## config.mk

```make
export PLATFORM = sky130hd
export DESIGN_NAME = vmd_ram
export DESIGN_NICKNAME = d
export VERILOG_FILES = /design/src/vmd_ram.sv
export SDC_FILE = /design/constraint.sdc
export NUM_CORES = 1
export LEC_CHECK = 0
export ABC_AREA = 0
export BUFFER_PORTS_ARGS = -buffer_cell sky130_fd_sc_hd__buf_4
export CELL_PAD_IN_SITES_DETAIL_PLACEMENT = 0
export CELL_PAD_IN_SITES_GLOBAL_PLACEMENT = 2
export CORE_MARGIN = 1
export CORE_UTILIZATION = 49
export CTS_CLUSTER_SIZE = 28
export DETAILED_ROUTE_END_ITERATION = 12
export PLACE_DENSITY_LB_ADDON = 0.2
export SKIP_LAST_GASP = 1
export SYNTH_ARGS = -nofsm -noshare
export SYNTH_HDL_FRONTEND = slang
export SYNTH_SLANG_ARGS = --single-unit
```

## constraint.sdc

```tcl
create_clock -name clk -period 3 [get_ports clk]
set_clock_uncertainty 0.1 [all_clocks]
set_input_delay 0.6 -clock clk [delete_from_list [all_inputs] [get_ports clk]]
set_output_delay 0.6 -clock clk [all_outputs]
set_load 0.01 [all_outputs]
```

## src/vmd_ram.sv

```systemverilog
// Generic single-port RAM with registered read.
module vmd_ram #(
  parameter int Width = 16,
  parameter int Depth = 16
) (
  input  logic                     clk,
  input  logic                     we,
  input  logic [$clog2(Depth)-1:0] addr,
  input  logic [Width-1:0]         wdata,
  output logic [Width-1:0]         rdata
);
  logic [Width-1:0] mem [Depth];
  always_ff @(posedge clk) begin
    if (we) mem[addr] <= wdata;
    rdata <= mem[addr];
  end
endmodule

```

# Word level (Yosys, flattened, before mapping)
# Memory sizes are Yosys's and may differ from the RTL's. A register that Yosys moved wholly into a read port is not among the register bits.
# Index checks and enable logic that the tools add are counted.
# Widths: inputs -> output; s select.
[word_totals] inputBits=22 ramBits=256 wordCells=3 ff_bits=0 mem_count=1 romBits=0 latch_bits=0
[memory_table] memory="mem" words=16 width=16 read_ports=1 rd_ports_with_merged_regs=1 wr=1 line_no="12" rtl="logic [Width-1:0] mem [Depth];"
[classes] reduce_logical=0 n_addsub=0 shifts=0 order_cmp=0 div_mod_pow=0 n_eq_ne=0 multipliers=0 bitwise=0 n_mux=2
[ops] cell="$mux 1" n=2

# Logic depth before layout (Yosys ltp)
# Gate-level depths: netlist of run 1.
[logic_depth] depth_word=2 mapped_depth=5 ltp_nobuf=3

# Least setup slack after synthesis of run 1
# Ideal clock, no wire load.
[synth_timing] path_type="input port to flip-flop" start="in addr[2]" end="mem mem[0][0], enable pin" arrival_time_ns=2.246 setup_slack_ns=0.245 required_ns=2.491 path_buffers=0 stages=2 path_cell_list="or3b_2 nor3_1"
[synth_lines] element="start: declaration" line_no="8" rtl="input logic [$clog2(Depth)-1:0] addr,"
[synth_lines] element="end: declaration" line_no="12"
# No word-level cell before the write port.

# Worst setup path after layout of run 1
[layout_timing] start="in addr[1]" end="mem mem[14][8], enable pin"
# No word-level cell before the write port.

==> results of run 1 <==
-- power breakdown --
group	internal, mW	switching (mW)	leakage (nW)	total, mW
registers	4.25	0.0234	2.45	4.27
clock network	1.83	1.32	0.398	3.15
logic	0.181	0.225	0.942	0.406
total	6.26	1.57	3.79	7.83
-- path summary, 6_finish.rpt --
kind	startpoint	to	cells past startpoint	slack, ns
setup / recovery	addr[1]	mem[14][8]	4	1.03
setup reg to reg	mem[11][11]	rdata[11]	3	1.58
hold / removal	wdata[2]	mem[8][2]	1	0.26
hold reg to reg	mem[6][3]	rdata[3]	3	0.57
-- cell usage after synthesis, drive strengths merged --
master	number	area share
edfxtp	256	0.77
mux4	64	0.14
a22oi	32	0.024
nand2	17	0.0064
dfxtp	16	0.032
clkbuf	14	0.0052
nor2	13	0.0049
buf	9	0.0081
nor3	4	0.0020
nand2b	2	0.0012
nand3b	2	0.0015
nor2b	2	0.0012
and2	1	0.00062
nand3	1	0.00050
or3b	1	0.00087
-- worst register-to-register path: stages, from the launching register on --
cell and delay (ns):
edfxtp_1 0.35, mux4_2 0.48, a22oi_1 0.26, nand2_1 0.08
-- logic make-up (layout without fill, tap and decap cells) --
group,Yosys count,after routing,synth area share
buffers and inverters,23,119,0.0134
and+or+nand+nor,43,43,0.0192
AOI/OAI and AO/OA,32,32,0.0240
muxes,64,64,0.145
DFF,272,272,0.799
-- registers in the layout, summed over array words and instances (netlist names) --
name   cells
mem      256
rdata     16
-- area by class of cell --
| type | instances | area share |
|---|---|---|
| Timing Repair Buffer | 69 | 0.0456 |
| Clock inverter | 13 | 0.00936 |
| Tap cell | 265 | 0.0285 |
| Multi-Input combinational cell | 139 | 0.167 |
| Clock buffer | 37 | 0.0613 |
| Sequential cell | 272 | 0.689 |
-- per-layer routing --
| metal | GRT usage | up-vias | share of wire |
|---|---|---|---|
| met3 | 0.0465 | 28 | 0.065 |
| met1 | 0.289 | 2463 | 0.45 |
| li1 | - | 1987 | - |
| met4 | 0.0441 | 2 | 0.015 |
| met2 | 0.306 | 140 | 0.47 |
| met5 | 0 | - | 0.00059 |
-- per-stage QoR --
step	setup WS [ns]	area, um^2	hold WS (ns)	cells	power [mW]
floorplan	0.245	10000	0.535	434	4.57
global placement	0.457	10800	0.558	745	4.75
detailed placement	0.467	10800	0.566	745	4.76
CTS	1.02	11600	0.244	795	7.90
global route	0.911	11600	0.257	795	8.08
finish	1.03	11600	0.263	795	7.83
==> results.md, run 1 <==
- Syn-to-layout area delta: 16.0%
- Status: finished clean
- Period minus WS final: 1.97 ns
- Slew margin rel.: 0.181
- Post-route ant nets: 0
- Share of cells above drive strength 1: 0.343
- Setup TNS: 0 ns
- ANT cells: 0
- Crit path buf inv count: 2
- Core Area: slightly below 0.02 mm^2
- RSZ-0062 raised after global routing: false
- Tcrit/Tclk final: 0.657
- Synth Instances: roughly 430
- Residual DRC count: 0
- Post-Syn Area: around 0.01 mm^2
- Initial Utilization: 0.507
- Fill cells: 1,435
- CTS Root Cell: clkbuf_16
- Final Slew Violations: 0
- I/O pins: 38
- Max VDD drop: around 450 uV
- # clock sinks: 272
- Total GRT Usage: 0.198
- Post-CTS sizing: 0
- CTS max path bufs: 3
- Register Area: ~0.0080 mm^2
- Most frequent cells in the layout: edfxtp_1, buf_4, mux4_2
- DR vias/cell: approximately 5.8
- Cell variety after synth: 18
- Most used cell, CP: buf_4
- Via Count: between 4,000 and 5,000
- GR Overflow Total: 0
- Largest net degree at the start of global routing: 42
- CTS Hold Bufs: 0
- Setup CP Type: input port to flip-flop
- Syn_area_per_cell: ~23 um^2
- CP Data Arrival Time: 2.08 ns
- Post-DR wirelength/cell: roughly 25 um
- Most common cell after layout, fill and taps aside: edfxtp_1
- Pwr dens: a little under 700 mW/mm^2
- Hold Crit Class: input port to flip-flop
- Die area: approximately 0.021 mm^2
- Worst EP required: ~3.1 ns
- Final Hold Fails: 0
- Clock tree from TritonCTS: yes
- Clk_lat worst skew: between 0.5 and 0.6 ns
- Gpl congestion: 0.724
- Final HPWL DP: 11,600 um
- DIE HEIGHT: roughly 150 um
- CP Capture Type: flip-flop
- Die width: between 100 and 150 um
- Post-synthesis register bit count: about 270
- Postcts setup bufs: 0
- Row cnt: between 50 and 60
- Slowest stage delay, CP: 0.49 ns
- Max stage delay cell, worst path: buf_4
- DRT Pass-1 Iters: 4
- Final wirelength: about 20,000 um
- Crit-path max FO: 41
- Crit path cell chain: buf_4, nand2b_1, nor2_2, buf_4
- Crit start category: input port
- Post-synthesis sequential area ratio: 0.799
- First-pass GRT wire length: around 31,000 um
- Syn_nets: roughly 460
- Maxcap violations: 0
- Vias in the first global route: roughly 4,800
- H-tree levels: 1
- Iteration-0 DRC Markers: 454
- Yosys warning total: 0
- Max Fclk: ~0.5 GHz
- Multi-input logic area: between 0.0015 and 0.002 mm^2
- Num CTS Buffers: 27
- Post-Route Utilization: 0.588
- Nets: around 530
- Initial antenna violation count: 1
- Worst Tran Pin Value: about 1.2 ns
- Final setup viols: 0
- # port buffers: 37
- Delay-heaviest family, CP: buffers and inverters
- Lkg Pwr: around 3.8 nW
- Clk pin slew, worst setup/hold paths: 0.06 ns
(Power assumes the default switching activity.)
==> inputs of run 2 (changes only) <==
- ABC_AREA: 0 -> 1
- CORE_UTILIZATION: 49 -> 37
- clock period: 3 -> 1.7 ns (I/O delays scaled with it)
==> results.md, run 2 <==
- Max VDD drop: 720 uV (+59%)
- Initial Utilization: 0.376 (-0.130)
- Post-synthesis register bit count: 272 (unchanged)
- Sw Share: 0.223 (+0.0218)
- Worst Tran Pin Value: 0.355 ns (-0.868 ns)
- Post-Syn Area: 0.0112 mm^2 (+11%)
- Max stage delay cell, worst path: dfxtp_1
- Final Hold Fails: 0 (unchanged)
- Setup CP Type: flip-flop to primary output
- Num CTS Buffers: 30 (+11%)
- Worst R2R Setup Slack: 0.52 ns (-1.06 ns)
- GR Util met1: 0.263 (-0.0264)
- DR vias/cell: 4.53 (-22%)
- Most frequent cells in the layout: nand2_1, edfxtp_1, buf_4
- GR Overflow Total: 0 (unchanged)
- Grt met3 use: 0.0221 (-0.0245)
- H-tree levels: 1 (unchanged)
- Synth top area cells: edfxtp_1, nand2_1, dfxtp_1
- GR Layer Usage met2: 0.312 (+0.00575)
- Maxcap violations: 0 (unchanged)
- Synth top cells by count: nand2_1, edfxtp_1, inv_1
- CTS max path bufs: 3 (unchanged)
- Synth area leader: edfxtp_1
- EDFF count, synth: 256 (unchanged)
- Fill cells: 2,872 (+100%)
- Final setup viols: 0 (unchanged)
- Total GRT Usage: 0.187 (-0.0109)
- Top reg by flops: mem
- Post-route ant nets: 0 (unchanged)
- Leading registers by flop count: mem (256), rdata (16)
- Setup TNS: 0 ns (unchanged)
- Worst path depth: 1 (-3)
- Synth Flop Type: edfxtp_1
- CTS Root Cell: clkbuf_16
- Tot Pwr: 15.0 mW (+91%)
- Clock power share: 0.423 (+0.021)
- Synth Instances: 1,070 (+150%)
- Reg2reg end: rdata[7]
- Combinational cell fraction of total power: 0.074 (+0.022)
- Slew margin rel.: 0.763 (+0.582)
- Status: finished clean
- Slowest stage delay, CP: 0.41 ns (-0.08 ns)
- Most Crowded Layer GR: met2
- Post-synth top area share: 0.689 (-0.0776)
- Clock tree from TritonCTS: yes
- DP Worst Slack: -0.0260 ns (-0.493 ns)
- Max Fclk: 0.643 GHz
- RSZ-0062 raised after global routing: false
- CP Data Arrival Time: 1.12 ns (-0.96 ns)
- Gpl congestion: 0.714 (-1.3%)
- Share of cells above drive strength 1: 0.137 (-0.206)
- Initial antenna violation count: 0 (-1)
- Most common cell after layout, fill and taps aside: nand2_1
- Post-Route Utilization: 0.456 (-0.132)
- Worst EP required: 1.26 ns (-1.85 ns)
- I/O pins: 38 (unchanged)
- DRT Pass-1 Iters: 4 (unchanged)
- Core Area: 0.0296 mm^2 (+50%)
- Nets: 1,166 (+120%)
- DIE HEIGHT: 176 um (+21%)
- Critical Path Start: rdata[4]
- Clk_lat worst skew: 0.54 ns (about the same)
- Syn_nets: 1,092 (+140%)
- Crit start category: flip-flop
- Period minus WS final: ~1.6 ns
- Cell internal pwr: 11.7 mW (+86%)
- Crit path to: rdata[4]
- Die area: 0.0308 mm^2 (+47%)
- Largest register FFs: 256 (unchanged)
- Syn-to-layout area delta: 21.3%
- Row cnt: 63 (+24%)
- Post-DR wirelength/cell: 17.9 um (-30%)
- Most frequent cell after synthesis: nand2_1
- Crit-path max FO: 1 (-98%)
- Hold_ws: 0.0482 ns (-0.215 ns)
- ANT cells: 0 (unchanged)
- # port buffers: 37 (unchanged)
- Tcrit/Tclk final: 0.915
- Ys async rst share: 0 (unchanged)
- Hold Crit Class: input port to flip-flop
- Yosys warning total: 0 (unchanged)
- Largest net degree at the start of global routing: 55 (+31%)
- CP Capture Type: primary output
- Crit path buf inv count: 1 (-1)
- Worst setup margin: 0.144 ns (-0.883 ns)
- First-pass GRT wire length: 42,800 um (+40%)
- Lkg Pwr: 5.66 nW (+49%)
- Final wirelength: 27,900 um (+38%)
- Delay-heaviest family, CP: flip-flops
- Syn_area_per_cell: 10.4 um^2 (-55%)
- Die width: 176 um (+21%)
- Pwr dens: 1110 mW/mm^2 (+65%)
- Clk pin slew, worst setup/hold paths: 0.06 ns (about the same)
- # clock sinks: 272 (unchanged)
- Post-CTS sizing: 0 (unchanged)
- Cell variety after synth: 13 (-5)
- Reg power frac: 0.503 (-0.043)
- Postcts setup bufs: 0 (unchanged)
- Iteration-0 DRC Markers: 365 (-20%)
- Post-synthesis sequential area ratio: 0.718 (-0.0808)
- Switching power: 3.33 mW (+110%)
- Residual DRC count: 0 (unchanged)
- Final HPWL DP: 17,500 um (+52%)
- Final Slew Violations: 0 (unchanged)
- Reg2reg path depth: 8 (+5)
- R2R Path Start: mem[5][7]
- Via Count: 7,050 (+53%)
- Crit path cell chain: buf_4
- CTS Hold Bufs: 0 (unchanged)
- Vias in the first global route: 7,064 (+47%)
-- run 2: how the worst min path moves through the flow --
stage / from / to / slack [ns] / depth (start not counted)
3_5_place_dp: mem[8][5] / rdata[5] / 0.59 / 8
4_1_cts: wdata[8] / mem[15][8] / 0.04 / 1
3_3_place_gp: mem[0][9] / rdata[9] / 0.59 / 8
2_1_floorplan: wdata[0] / mem[0][0] / 0.34 / 0
6_report: wdata[12] / mem[8][12] / 0.05 / 1
5_1_grt: wdata[14] / mem[13][14] / 0.05 / 1
-- run 2: routing by layer --
| layer | wire length (um) | vias up |
|---|---|---|
| met5 | 0 | - |
| met4 | 474 | 0 |
| met3 | 1110 | 35 |
| met2 | 13300 | 112 |
| met1 | 13100 | 3327 |
| li1 | - | 3576 |
-- run 2: power by group through the flow --
stage / registers (mW) / clock network [mW] / logic (mW)
after detailed placement: 7.68 / 0 / 1.13
after CTS: 7.54 / 6.49 / 1.13
final: 7.54 / 6.34 / 1.11
after global routing: 7.55 / 6.73 / 1.24
after global placement: 7.68 / 0 / 1.13
after floorplan: 7.70 / 0 / 0.560
-- run 2: through the flow --
stage	instances	cell area, um^2
3_3_place_gp	1502	12500
5_1_grt	1558	13500
4_1_cts	1558	13500
3_5_place_dp	1502	12500
2_1_floorplan	1070	11300
6_report	1558	13500
-- run 2: cell families (layout without fill, tap and decap cells) --
kind of cell  after synthesis  after routing  share of synthesized area
simple gates              712            712                      0.241
flops                     272            272                      0.718
buf+inv                    86            184                     0.0414
-- run 2: cell type report --
class / count / area (um^2) / share of cell area
clock inverter: 10 / 76.3 / 0.00564
multi-input combinational: 712 / 2860 / 0.211
sequential: 272 / 8010 / 0.592
timing repair buffer: 89 / 1040 / 0.0772
clock buffer: 46 / 902 / 0.0667
tap: 390 / 488 / 0.0361
inverter: 39 / 149 / 0.0110
==> inputs of run 3 (changes only) <==
- CELL_PAD_IN_SITES_DETAIL_PLACEMENT: 0 -> not set
- CELL_PAD_IN_SITES_GLOBAL_PLACEMENT: 2 -> not set
- CORE_UTILIZATION: 37 -> 55
==> results.md, run 3 (synthesis gave the netlist of run 2 again) <==
- DIE HEIGHT: 144 um (-18%)
- Setup CP Type: flip-flop to primary output
- Share of cells above drive strength 1: 0.134 (-0.00297)
- Final setup viols: 0 (unchanged)
- Placed cells: 1,377 (-8.3%)
- Num CTS Buffers: 28 (-6.7%)
- Crit path cell chain: buf_4
- Pwr dens: 1100 mW/mm^2 (-0.71%)
- Via Count: 7,302 (+3.6%)
- Maxcap violations: 0 (unchanged)
- Largest net degree at the start of global routing: 93 (+69%)
- Slowest stage delay, CP: 0.39 ns (-0.02 ns)
- DR vias/cell: 5.11 (+13%)
- H-tree levels: 1 (unchanged)
- CTS Hold Bufs: 1 (+1)
- DRT Pass-1 Iters: 5 (+1)
- Worst EP required: 1.26 ns (about the same)
- Hold_sp: wdata[4]
- # clock sinks: 272 (unchanged)
- Postcts setup bufs: 0 (unchanged)
- Tcrit/Tclk final: 0.887 (-0.0277)
- Post-DR wirelength/cell: 17.6 um (-1.7%)
- Die area: 0.0208 mm^2 (-32%)
- Crit start category: flip-flop
- Most common cell after layout, fill and taps aside: nand2_1
- Clk pin slew, worst setup/hold paths: 0.06 ns (about the same)
- Initial Utilization: 0.567 (+0.191)
- CP Data Arrival Time: 1.07 ns (-0.05 ns)
- Die width: 144 um (-18%)
- Post-route ant nets: 0 (unchanged)
- Lkg Pwr: 5.62 nW (-0.62%)
- Syn-to-layout area delta: 19.2%
- Iteration-0 DRC Markers: 628 (+72%)
- R2R Path Start: mem[2][10]
- Final wirelength: 25,100 um (-9.8%)
- Final HPWL DP: 15,400 um (-12%)
- Largest register FFs: 256 (unchanged)
- CP Capture Type: primary output
- First-pass GRT wire length: 39,200 um (-8.5%)
- Post-CTS sizing: 0 (unchanged)
- Setup TNS: 0 ns (unchanged)
- Final Hold Fails: 0 (unchanged)
- Total GRT Usage: 0.259 (+0.0713)
- Slew margin rel.: 0.486 (-0.277)
- Max stage delay cell, worst path: dfxtp_1
- Max VDD drop: 805 uV (+12%)
- RSZ-0062 raised after global routing: false
- Gpl congestion: 0.844 (+18%)
- Most frequent cells in the layout: nand2_1, edfxtp_1, buf_4
- CTS Root Cell: clkbuf_16
- Critical Path Start: rdata[13]
- Hold Crit Class: input port to flip-flop
- Initial antenna violation count: 0 (unchanged)
- Crit-path max FO: 1 (unchanged)
- Vias in the first global route: 6,983 (-1.1%)
- Hold_ws: 0.0172 ns (-0.0311 ns)
- # port buffers: 37 (unchanged)
- Worst Tran Pin Value: 0.771 ns (+0.416 ns)
- Nets: 1,165 (-0.086%)
- Clock tree from TritonCTS: yes
- CTS max path bufs: 3 (unchanged)
- Residual DRC count: 0 (unchanged)
- Status: finished clean
- Crit path buf inv count: 1 (unchanged)
- Final Non-Filler Cells: 1,429 (-8.3%)
- Delay-heaviest family, CP: flip-flops
- Top reg by flops: mem
- I/O pins: 38 (unchanged)
- ANT cells: 0 (unchanged)
- GR Overflow Total: 0 (unchanged)
- Final Slew Violations: 0 (unchanged)
- Core Area: 0.0197 mm^2 (-34%)
- Leading registers by flop count: mem (256), rdata (16)
- Fin area: 0.0133 mm^2 (-1.7%)
- Period minus WS final: 1.51 ns (-0.0471 ns)
- Cell Area, Placed: 0.0124 mm^2 (-1.4%)
- Clk_lat worst skew: 0.54 ns (about the same)
- Row cnt: 51 (-19%)
- Max Fclk: 0.663 GHz (+3.1%)
==> run 3: changes by cell type in the layout (fill, tap and decap cells not counted), sizes merged <==
cell | before | now
clkbuf | 46 | 38
bufinv | 1 | 3
clkinvlp | 1 | 2
dlygate4sd3 | 0 | 1
==> run 3: area by class of cell <==
type / count / area (um^2)
sequential: 272 / 8010
fill: 1500 / 6360
multi-input combinational: 712 / 2860
timing repair buffer: 90 / 1030
clock buffer: 38 / 779
tap: 265 / 332
inverter: 39 / 149
clock inverter: 13 / 144
==> run 3: metrics by stage <==
| step | power (mW) | utilization | worst slack, ns |
|---|---|---|---|
| after global routing | 15.1 | 0.677 | 0.167 |
| after CTS | 14.7 | 0.677 | 0.180 |
| after floorplan | 8.26 | - | 0.0163 |
| after global placement | 8.69 | 0.629 | 0.0660 |
| final | 14.6 | 0.677 | 0.192 |
| after detailed placement | 8.70 | 0.629 | 0.0546 |
==> run 3: layer usage <==
layer	wire, um	share of wire	up-vias	track usage
li1	-	-	3572	-
met1	10800	0.43	3423	0.362
met2	11600	0.46	254	0.410
met3	1790	0.071	53	0.0377
met4	954	0.038	0	0.102
met5	0	0	-	0
==> run 3: final timing paths <==
check	endpoint	slack (ns)	cells after the start
setup reg to reg	rdata[10]	0.55	8
setup / recovery	rdata[13]	0.19	1
hold / removal	mem[7][4]	0.02	1
hold reg to reg	rdata[12]	0.59	8
==> run 3: where the power goes <==
part	leakage (nW)	internal [mW]	switching (mW)
clock	0.452	3.65	2.41
sequential	2.45	7.50	0.0526
combinational	2.73	0.344	0.671
total	5.62	11.5	3.14
