--- config.mk ---
export PLATFORM = sky130hd
export DESIGN_NAME = vmd_div
export DESIGN_NICKNAME = d
export VERILOG_FILES = /design/src/vmd_pkg.sv /design/src/vmd_div.sv
export SDC_FILE = /design/constraint.sdc
export NUM_CORES = 1
export LEC_CHECK = 0
export BUFFER_PORTS_ARGS = -buffer_cell sky130_fd_sc_hd__buf_2
export CAP_MARGIN = 20
export CORE_MARGIN = 2
export CORE_UTILIZATION = 24
export DETAILED_ROUTE_END_ITERATION = 8
export PLACE_DENSITY = 0.48
export SLEW_MARGIN = 20
export SYNTH_ARGS = -nofsm -noshare
export SYNTH_HDL_FRONTEND = slang
export SYNTH_SLANG_ARGS = --single-unit
--- constraint.sdc ---
create_clock -name clk -period 3.85 [get_ports clk]
set_clock_uncertainty 0.2 [all_clocks]
set_input_delay 0.385 -clock clk [delete_from_list [all_inputs] [get_ports clk]]
set_output_delay 0.385 -clock clk [all_outputs]
set_load 0.1 [all_outputs]
--- src/vmd_pkg.sv ---
// Package for the volume midpoint densifier: constants, types, helpers.
package vmd_pkg;
  localparam int Density = 4;
  localparam int MaxCoarseEdge = 9;
  localparam int Edge = (MaxCoarseEdge - 1) * Density + 1;
  localparam int Depth = Edge * Edge * Edge;
  localparam int AddrW = $clog2(Depth);
  localparam int CoordW = 6;
  localparam int ValW = 16;
  localparam int SumW = ValW + 4;

  localparam logic [1:0] ModeWrite = 2'd0;
  localparam logic [1:0] ModeDensify = 2'd1;
  localparam logic [1:0] ModeRead = 2'd2;

  localparam logic [1:0] RegLenX = 2'd0;
  localparam logic [1:0] RegLenY = 2'd1;
  localparam logic [1:0] RegLenZ = 2'd2;
  localparam logic [1:0] RegAbsent = 2'd3;

  typedef logic [CoordW-1:0] coord_t;

  function automatic logic [AddrW-1:0] vox_addr(coord_t x, coord_t y, coord_t z);
    logic [AddrW+CoordW-1:0] a;
    a = ({{AddrW{1'b0}}, x} * (AddrW+CoordW)'(Edge) + {{AddrW{1'b0}}, y})
        * (AddrW+CoordW)'(Edge) + {{AddrW{1'b0}}, z};
    return a[AddrW-1:0];
  endfunction

  function automatic logic [3:0] eff_len(logic [3:0] v);
    if (v < 4'd2) return 4'd2;
    if (v > 4'(MaxCoarseEdge)) return 4'(MaxCoarseEdge);
    return v;
  endfunction
endpackage

--- src/vmd_div.sv ---
// Iterative signed division of a neighbor sum by a count (1..8), truncating toward zero.
module vmd_div import vmd_pkg::*; (
  input  logic                   clk,
  input  logic                   rst,
  input  logic                   start,
  input  logic signed [SumW-1:0] sum,
  input  logic [3:0]             cnt,
  output logic                   done,
  output logic signed [ValW-1:0] quot
);
  logic [SumW-1:0] mag, q, rem;
  logic [4:0] bitno;
  logic neg, busy;
  logic [SumW:0] trial;
  always_comb trial = {rem[SumW-2:0], mag[SumW-1], 1'b0} >> 1;
  always_ff @(posedge clk) begin
    done <= 1'b0;
    if (rst) begin
      busy <= 1'b0;
    end else if (start) begin
      busy <= 1'b1;
      neg <= sum[SumW-1];
      mag <= sum[SumW-1] ? SumW'(-sum) : SumW'(sum);
      rem <= '0;
      q <= '0;
      bitno <= 5'(SumW);
    end else if (busy) begin
      if (trial[SumW-1:0] >= {{(SumW-4){1'b0}}, cnt}) begin
        rem <= trial[SumW-1:0] - {{(SumW-4){1'b0}}, cnt};
        q <= {q[SumW-2:0], 1'b1};
      end else begin
        rem <= trial[SumW-1:0];
        q <= {q[SumW-2:0], 1'b0};
      end
      mag <= {mag[SumW-2:0], 1'b0};
      bitno <= bitno - 5'd1;
      if (bitno == 5'd1) begin
        busy <= 1'b0;
        done <= 1'b1;
      end
    end
  end
  logic [SumW-1:0] qf;
  always_comb begin
    qf = q;
    quot = neg ? ValW'(-qf) : ValW'(qf);
  end
endmodule

==> After elaboration in Yosys (flattened, before gate mapping) <==
Index checks and enable logic that the tools add are counted.
W data, S select, Z words.
{ "word_totals": {"reg_bits": 63, "latch_bits": 0, "ramBits": 0, "romBits": 0, "out_inout_bits": 17, "elab_cells": 32, "mem_count": 0} }
{ "op_classes": {"n_addsub": 4, "multipliers": 0, "div_mod_pow": 0, "magnitude_cmp": 1, "eq_ne": 1, "shift": 0, "muxes": 13, "bitwise_logic": 2, "n_reduce_logical": 4} }
{ "ops": {"columns": ["operator", "count"], "rows": [
  ["$mux W20", 3],
  ["$mux W19", 2],
  ["$mux W16", 2],
  ["$ge A20 B4 Y1", 1],
  ["$neg A20 Y20", 1],
  ["$sub A19 B4 Y19", 1],
  ["$neg A16 Y16", 1],
  ["$eq A5 B1 Y1 const B", 1],
  ["$mux W1", 5],
  ["$mux W5", 1],
  ["$sub A5 B1 Y5 const B", 1],
  ["$reduce_and A2 Y1", 2],
  ["$reduce_or A3 Y1", 1],
  ["$not A1 Y1", 2],
  ["$reduce_bool A2 Y1", 1]
]} }

==> Depth between registers and ports, before layout <==
Gate-level depths: netlist (run 1).
{ "logic_depth": {"ltp_word": 4, "depth_mapped": 9, "ltp_nobuf": 8} }

==> Worst setup path after synthesis (run 1) <==
OpenSTA, ideal clock, no wires.
{ "synth_timing": {"kind": "in2reg", "startpoint": "in start", "endpoint": "reg bitno[0], enable pin", "arrival_time_ps": 3469, "slack_ps": -298, "path_stages": 4, "path_buffers": 2, "path_cell_list": "clkbuf_1 -> clkbuf_1 -> nor2_1 -> nor2_1"} }
{ "synth_between": {"elab_chain_len": 2} }
{ "synth_lines": {"columns": ["item", "line_no", "text"], "rows": [
  ["start: declaration", "vmd_div.sv:5", "input logic start,"],
  ["$reduce_bool A2 Y1 (no line)", null, null],
  ["$reduce_and A2 Y1 (no line)", null, null],
  ["end signal: assignment", "vmd_div.sv:26", "bitno <= 5'(SumW);"],
  ["end signal: assignment", "vmd_div.sv:36", "bitno <= bitno - 5'd1;"],
  ["end: declaration", "vmd_div.sv:12", "logic [4:0] bitno;"]
]} }
Every way passes these cells.
A chain may end at the register's enable or synchronous reset.

==> Final worst setup path (run 1) <==
{ "layout_timing": {"startpoint": "reg q[8]", "endpoint": "out quot[15]"} }
{ "layout_between": {"elab_chain_len": 2} }
{ "layout_lines": {"columns": ["item", "line_no", "text"], "rows": [
  ["start: declaration", "vmd_div.sv:11", "logic [SumW-1:0] mag, q, rem;"],
  ["start signal: assignment", "vmd_div.sv:30", "q <= {q[SumW-2:0], 1'b1};"],
  ["start signal: assignment", "vmd_div.sv:33", "q <= {q[SumW-2:0], 1'b0};"],
  ["$neg A16 Y16", "vmd_div.sv:46", "quot = neg ? ValW'(-qf) : ValW'(qf);"],
  ["$mux W16", "vmd_div.sv:46", null],
  ["end: declaration", "vmd_div.sv:9", "output logic signed [ValW-1:0] quot"]
]} }
Every way passes these cells.

==> impl_metrics.prom, run 1 <==
# TYPE chip_impl_metric gauge
chip_impl_info{name="outcome",value="finished, final reports clean"} 1
chip_impl_metric{name="crit_fanout",unit=""} 5
chip_impl_metric{name="drt-initial-drc-count",unit=""} 144
chip_impl_metric{name="cts-root-to-sink-buffers",unit=""} 2
chip_impl_metric{name="postCtsSetupRepairBufs",unit=""} 0
chip_impl_metric{name="ant_nets",unit=""} 0
chip_impl_info{name="cts.root.buffer_cell",value="clkbuf_16"} 1
chip_impl_metric{name="timing.critical_path.depth",unit=""} 6
chip_impl_metric{name="synthesis.instances",unit=""} 361
chip_impl_info{name="timing.critical_path.from",value="q[8]"} 1
chip_impl_metric{name="netlist_area",unit="mm^2"} 0.00372
chip_impl_info{name="timing.hold.worst.class",value="in2reg"} 1
chip_impl_metric{name="nets",unit=""} 438
chip_impl_metric{name="timing.final.crit_share",unit=""} 0.799
chip_impl_metric{name="power.ir.vdd_worst",unit="mV"} 0.218
chip_impl_metric{name="tightest_slew",unit="ns"} 0.628
chip_impl_metric{name="totalWireLength",unit="um"} 7930
chip_impl_metric{name="report.final.slew_viol_count",unit=""} 0
chip_impl_metric{name="crit_arrival",unit="ns"} 2.49
chip_impl_metric{name="hold_path_depth",unit=""} 2
chip_impl_metric{name="dp.final_hpwl",unit="um"} 5450
chip_impl_metric{name="vias_in_the_first_global_route",unit=""} 2750
chip_impl_info{name="timing.setup.critical_path_class",value="reg2out"} 1
chip_impl_info{name="regToRegStartpoint",value="rem[5]"} 1
chip_impl_metric{name="postCtsResizedCells",unit=""} 0
chip_impl_metric{name="port-buffer-count",unit=""} 43
chip_impl_metric{name="synthesis.area_per_instance",unit="um^2"} 10.3
chip_impl_metric{name="report.power.total",unit="uW"} 2070
chip_impl_metric{name="fillers",unit=""} 1579
chip_impl_metric{name="worstRegToRegCells",unit=""} 5
chip_impl_metric{name="drive_above_1_share",unit=""} 0.179
chip_impl_metric{name="synth_top_cell_area_share",unit=""} 0.493
chip_impl_metric{name="vias",unit=""} 2797
chip_impl_metric{name="sequential_to_total_area_share_from_yosys_stat",unit=""} 0.504
chip_impl_metric{name="syn-num-nets",unit=""} 397
chip_impl_metric{name="max_stage_delay",unit="ns"} 0.59
chip_impl_metric{name="cts.reportedPaths.clkPinSlew",unit="ns"} 0.06
chip_impl_metric{name="insertion_delay",unit="ns"} 0.33
chip_impl_metric{name="cp.required",unit="ns"} 3.26
chip_impl_info{name="worstSetupEndpointType",value="output port"} 1
chip_impl_metric{name="rows",unit=""} 45
chip_impl_metric{name="dr.pass1.iters",unit=""} 4
chip_impl_metric{name="coreArea",unit="mm^2"} 0.0151
chip_impl_metric{name="largest_net_degree_at_the_start_of_global_routing",unit=""} 60
chip_impl_metric{name="power.density",unit="mW/mm^2"} 466
chip_impl_metric{name="initial_utilization",unit=""} 0.245
chip_impl_metric{name="clock-sinks",unit=""} 63
chip_impl_metric{name="final_util",unit=""} 0.294
chip_impl_metric{name="yosys_register_bits",unit=""} 63
chip_impl_metric{name="grt-ovfl-total",unit=""} 0
chip_impl_info{name="timing.critical_path.from_type",value="register"} 1
chip_impl_info{name="yosys.cell_count.top_type",value="edfxtp_1"} 1
chip_impl_info{name="cts_tree",value="built"} 1
chip_impl_metric{name="grt_pass1_wl",unit="um"} 13100
chip_impl_metric{name="p_leak",unit="uW"} 0.00159
chip_impl_metric{name="max_cap_viol_count",unit=""} 0
chip_impl_info{name="rsz_0062_raised_after_global_routing",value="false"} 1
chip_impl_metric{name="drt-wirelength-per-cell",unit="um"} 13.3
chip_impl_metric{name="synth-warning-count",unit=""} 0
chip_impl_info{name="synth_top_cells_by_count",value="61 x edfxtp_1, 47 x nor2_1, 28 x a21oi_1, 26 x nand2_1, 23 x xor2_1"} 1
chip_impl_metric{name="drt_drc_violations_left",unit=""} 0
chip_impl_metric{name="cts_hold_buffers",unit=""} 0
chip_impl_info{name="yosysTopAreaCell",value="edfxtp_1"} 1
chip_impl_metric{name="number_of_flops_mapped_to_enable_cells_by_yosys",unit=""} 61
chip_impl_info{name="hp-start",value="rst"} 1
chip_impl_metric{name="fmaxAchievable",unit="MHz"} 325
chip_impl_metric{name="pin_count",unit=""} 44
chip_impl_metric{name="clock_tree.htree_level_count",unit=""} 3
chip_impl_metric{name="dieHeight",unit="um"} 128
chip_impl_metric{name="global_route.usage.total",unit=""} 0.101
chip_impl_metric{name="final_setup_violation_count",unit=""} 0
chip_impl_metric{name="antenna_violations_before_repair",unit=""} 0
chip_impl_metric{name="min_period",unit="ns"} 3.08
chip_impl_metric{name="async_reset_ff_frac",unit=""} 0
chip_impl_metric{name="finalHoldViolations",unit=""} 0
chip_impl_metric{name="tns",unit="ns"} 0
chip_impl_info{name="timing.critical_path.cells",value="or4_1 > nor3_1 > o21a_1 > nand2_1 > xor2_1 > buf_2"} 1
chip_impl_metric{name="via_per_inst",unit=""} 4.70
chip_impl_metric{name="worst-path-buf-inv",unit=""} 1
chip_impl_metric{name="die_w",unit="um"} 128
chip_impl_info{name="cp_slowest_cell",value="or4_1"} 1
chip_impl_info{name="yosys_most_used_dff",value="edfxtp_1"} 1
chip_impl_metric{name="area.growth.synth_to_final",unit="%"} 19.6
chip_impl_metric{name="synthDistinctLibCells",unit=""} 47
chip_impl_metric{name="antenna_cells_inserted",unit=""} 0
chip_impl_metric{name="cts_buffers",unit=""} 9
chip_impl_info{name="post_synth_main_area_contributors",value="edfxtp_1 49%, xor2_1 5.4%, nor2_1 4.7%, a21oi_1 3.8%, xnor2_1 3.8%"} 1
chip_impl_metric{name="gp_congestion",unit=""} 0.808
chip_impl_metric{name="die-area",unit="mm^2"} 0.0165
chip_impl_metric{name="slew-limit-headroom",unit=""} 0.580
chip_impl_info{name="category_of_cells_accounting_for_the_largest_share_of_critical_path_delay",value="simple AND/OR/NAND/NOR gates"} 1
state kept, by name (all words and copies together) (netlist names):
register  count
rem          19
neg           1
q            16
done          1
bitno         5
busy          1
mag          20
cells by family after synthesis:
group,Yosys count,synth area share
adders and majority gates,9,0.0323
DFF,63,0.504
AOI/OAI and AO/OA,72,0.121
muxes,4,0.0111
and+or+nand+nor,143,0.208
buffers and inverters,31,0.0323
xor gates and xnor gates,39,0.0919
stage by stage:
stage | cells | hold slack (ns) | worst slack [ns] | area, um^2
4_1_cts | 595 | 0.0593 | 0.746 | 4450
5_1_grt | 595 | 0.0641 | 0.629 | 4450
3_3_place_gp | 579 | 0.277 | 1.08 | 4150
6_report | 595 | 0.0755 | 0.773 | 4450
2_1_floorplan | 361 | 0.260 | 0.485 | 3720
3_5_place_dp | 579 | 0.281 | 1.01 | 4150
layout by cell type, fill, tap and decap left out, types with 3 or more instances in the layout:
cell type   instances
buf_2              43
or3_1               4
nand4_1             5
edfxtp_1           61
nor3_1             10
mux2i_1             3
xnor2_1            16
a211oi_1            4
clkbuf_16           9
ha_1                8
nand3_1             3
nand2_1            26
o31ai_1             9
a21oi_1            28
o21ai_0            14
o21a_1              4
o41ai_1             6
nor4_1              4
nor2_1             46
nor2b_1            17
nand3b_1            4
clkinvlp_4          3
or4_1               3
xor2_1             23
inv_1              15
area by class of cell:
type                    count  area [um^2]  area share
clock buffers              11          243      0.0546
flip-flops and latches     63         1870       0.421
inverters                  15         56.3      0.0127
repair buffers             46          250      0.0563
clock inverters             5         57.6      0.0129
well taps                 188          235      0.0529
multi-input cells         267         1730       0.390
worst register-to-register path, delay by kind of cell (launching register included):
family / cells / cell delay [ns]
DFF: 1 / 0.44
and+or+nand+nor: 4 / 1.58
muxes: 1 / 0.33
per-layer routing:
metal / track usage / wire length (um)
met4: 0.0375 / 102
met5: 0 / 0
met1: 0.128 / 3810
met2: 0.158 / 3590
met3: 0.0370 / 426
where the power goes:
| group | switching (uW) | leakage (uW) | internal, uW |
|---|---|---|---|
| logic | 295 | 0.000854 | 109 |
| clock network | 302 | 0.000138 | 517 |
| registers | 34.7 | 0.000604 | 812 |
| total | 632 | 0.00159 | 1440 |
worst paths after layout:
check | slack, ns | endpoint
worst max-delay path | 0.77 | quot[15]
worst min-delay path | 0.08 | done
worst max register to register | 1.05 | rem[7]
worst min register to register | 0.29 | done
Note: power is estimated with default switching activity, not from simulation.
==> run 2, diff against run 1 <==
Settings changed: PLACE_DENSITY 0.48 to 0.47.
Clock period 3.85 ns to 3 ns, I/O delays scaled along.
==> run 2 against run 1 <==
Sequential power is 29% higher. Combinational power is 32% higher. Clock-buffer cell count is 1 lower. Flip-flop and latch count stayed put. Non-clock buffer count is 4 higher. Via count is 0.61% lower. Clock power is 24% higher. Cell count is 0.67% higher. First-iteration DRC count is 3.5% lower. Critical path depth stayed put. Wire length is 0.69% lower. Largest power group unchanged. Highest routed layer unchanged.
==> impl_metrics.prom, run 2 (synthesis gave the netlist of run 1 again) <==
# TYPE chip_impl_metric gauge
chip_impl_info{name="outcome",value="finished, final reports clean"} 1
chip_impl_metric{name="swShare",unit=""} 0.306
chip_impl_metric{name="tns",unit="ns"} 0
chip_impl_metric{name="drive_above_1_share",unit=""} 0.192
chip_impl_metric{name="via_per_inst",unit=""} 4.64
chip_impl_metric{name="largest_net_degree_at_the_start_of_global_routing",unit=""} 46
chip_impl_metric{name="p_leak",unit="uW"} 0.00163
chip_impl_info{name="timing.critical_path.from_type",value="register"} 1
chip_impl_metric{name="die_w",unit="um"} 128
chip_impl_metric{name="instances_no_fill",unit=""} 599
chip_impl_metric{name="antenna_violations_before_repair",unit=""} 0
chip_impl_info{name="timing.setup.critical_path_class",value="reg2out"} 1
chip_impl_metric{name="tightest_slew",unit="ns"} 0.604
chip_impl_metric{name="gp_congestion",unit=""} 0.754
chip_impl_metric{name="power.share.clock",unit=""} 0.386
chip_impl_metric{name="worst-path-buf-inv",unit=""} 1
chip_impl_metric{name="reported_net_switching_power",unit="uW"} 807
chip_impl_metric{name="grt-ovfl-total",unit=""} 0
chip_impl_metric{name="fmaxAchievable",unit="MHz"} 353
chip_impl_metric{name="area.growth.synth_to_final",unit="%"} 21.6
chip_impl_metric{name="drt_drc_violations_left",unit=""} 0
chip_impl_metric{name="ant_nets",unit=""} 0
chip_impl_metric{name="nets",unit=""} 442
chip_impl_metric{name="drt-initial-drc-count",unit=""} 139
chip_impl_metric{name="clock-sinks",unit=""} 63
chip_impl_metric{name="clock_tree.htree_level_count",unit=""} 3
chip_impl_info{name="worstSetupEndpointType",value="output port"} 1
chip_impl_metric{name="vias_in_the_first_global_route",unit=""} 2702
chip_impl_metric{name="crit_fanout",unit=""} 5
chip_impl_metric{name="cts_buffers",unit=""} 9
chip_impl_metric{name="report.final.slew_viol_count",unit=""} 0
chip_impl_info{name="timing.critical_path.cells",value="or4_1 > nor3_1 > o21a_1 > nand2_1 > xor2_2 > buf_4"} 1
chip_impl_info{name="cts_tree",value="built"} 1
chip_impl_metric{name="timing.critical_path.depth",unit=""} 6
chip_impl_metric{name="final_util",unit=""} 0.299
chip_impl_metric{name="cts.reportedPaths.clkPinSlew",unit="ns"} 0.05
chip_impl_info{name="timing.hold.worst.class",value="in2reg"} 1
chip_impl_metric{name="drt-wirelength-per-cell",unit="um"} 13.1
chip_impl_metric{name="power.combinational.fraction",unit=""} 0.203
chip_impl_metric{name="insertion_delay",unit="ns"} 0.33
chip_impl_metric{name="vias",unit=""} 2780
chip_impl_info{name="largest_registers",value="mag (20), rem (19), q (16)"} 1
chip_impl_metric{name="dp.final_hpwl",unit="um"} 5480
chip_impl_metric{name="global_route.usage.total",unit=""} 0.103
chip_impl_metric{name="power.ir.vdd_worst",unit="mV"} 0.249
chip_impl_metric{name="cellInternalPower",unit="uW"} 1830
chip_impl_metric{name="hold_path_depth",unit=""} 3
chip_impl_metric{name="dp_cells",unit=""} 582
chip_impl_metric{name="finalHoldViolations",unit=""} 0
chip_impl_info{name="cp_slowest_cell",value="or4_1"} 1
chip_impl_info{name="most_frequent_cells_in_the_layout",value="61 x edfxtp_1, 46 x nor2_1, 36 x buf_2"} 1
chip_impl_metric{name="pin_count",unit=""} 44
chip_impl_metric{name="worstRegToRegCells",unit=""} 5
chip_impl_metric{name="postCtsSetupRepairBufs",unit=""} 0
chip_impl_metric{name="totalWireLength",unit="um"} 7870
chip_impl_metric{name="grt_pass1_wl",unit="um"} 13300
chip_impl_metric{name="initial_utilization",unit=""} 0.245
chip_impl_metric{name="max_cap_viol_count",unit=""} 0
chip_impl_metric{name="power.density",unit="mW/mm^2"} 584
chip_impl_metric{name="crit_arrival",unit="ns"} 2.33
chip_impl_metric{name="timing.final.crit_share",unit=""} 0.944
chip_impl_metric{name="dieHeight",unit="um"} 128
chip_impl_info{name="category_of_cells_accounting_for_the_largest_share_of_critical_path_delay",value="simple AND/OR/NAND/NOR gates"} 1
chip_impl_metric{name="cts-root-to-sink-buffers",unit=""} 2
chip_impl_metric{name="final_setup_violation_count",unit=""} 0
chip_impl_metric{name="cp.required",unit="ns"} 2.50
chip_impl_metric{name="port-buffer-count",unit=""} 43
chip_impl_metric{name="dr.pass1.iters",unit=""} 4
chip_impl_info{name="cts.root.buffer_cell",value="clkbuf_16"} 1
chip_impl_metric{name="slew-limit-headroom",unit=""} 0.597
chip_impl_metric{name="coreArea",unit="mm^2"} 0.0151
chip_impl_metric{name="max_ffs_per_register",unit=""} 20
chip_impl_metric{name="min_period",unit="ns"} 2.83
chip_impl_metric{name="rows",unit=""} 45
chip_impl_metric{name="antenna_cells_inserted",unit=""} 0
chip_impl_metric{name="report.power.total",unit="uW"} 2640
chip_impl_info{name="top_register",value="mag"} 1
chip_impl_metric{name="die-area",unit="mm^2"} 0.0165
chip_impl_metric{name="seq_power_share",unit=""} 0.412
chip_impl_info{name="final_common_cell",value="edfxtp_1"} 1
chip_impl_metric{name="max_stage_delay",unit="ns"} 0.60
run 2: changes by cell type in the layout (fill, tap and decap cells not counted), moves of 2 or more:
| cell | before | now |
|---|---|---|
| xor2_2 | 0 | 2 |
| clkbuf_4 | 0 | 2 |
| buf_2 | 43 | 36 |
| buf_4 | 2 | 8 |
| xor2_1 | 23 | 21 |
| buf_6 | 0 | 2 |
run 2: power groups by stage:
| stage | clock network (uW) | logic [uW] | registers [uW] |
|---|---|---|---|
| 2_1_floorplan | 0 | 421 | 1090 |
| 3_3_place_gp | 0 | 525 | 1100 |
| 3_5_place_dp | 0 | 529 | 1100 |
| 4_1_cts | 1060 | 534 | 1090 |
| 5_1_grt | 1090 | 581 | 1100 |
| 6_report | 1020 | 535 | 1090 |
run 2: worst paths after layout:
| path | start | endpoint | slack (ns) |
|---|---|---|---|
| setup / recovery | q[8] | quot[13] | 0.17 |
| hold / removal | sum[0] | mag[0] | 0.13 |
| setup reg to reg | rem[5] | rem[7] | 0.22 |
| hold reg to reg | busy | done | 0.28 |
run 2: metal layers:
metal  GRT usage  up-vias  part of all wire
met1       0.132     1312              0.48
met2       0.163       52              0.46
met5           0        -                 0
li1            -     1407                 -
met4      0.0271        0             0.010
met3      0.0387        9             0.051
run 2: cell type report:
cell class,count,area [um^2]
Timing Repair Buffer,50,308
Multi-Input combinational cell,267,1760
Clock buffer,10,229
Fill cell,1546,10600
Sequential cell,63,1870
Tap cell,188,235
Inverter,15,56.3
Clock inverter,6,61.3
run 2: repair_timing:
item,CTS,global route
gates resized for setup,2,11
hold endpoints to repair,1,0
endpoints found under the setup margin,2,6
hold buffers,1,0
run 2: through the flow:
| step | setup WS [ns] | cell area, um^2 | hold WS (ns) |
|---|---|---|---|
| 4_1_cts | 0.0116 | 4500 | 0.113 |
| 5_1_grt | -0.00503 | 4520 | 0.134 |
| 3_3_place_gp | 0.272 | 4190 | 0.276 |
| 6_report | 0.167 | 4520 | 0.129 |
| 2_1_floorplan | 0.00386 | 3750 | 0.179 |
| 3_5_place_dp | 0.209 | 4190 | 0.277 |
run 2: worst reg2reg max path, delay by kind of cell, from the launching register on:
kind	cells	cell delay (ns)
simple gates	4	1.57
mux	1	0.32
flops	1	0.44
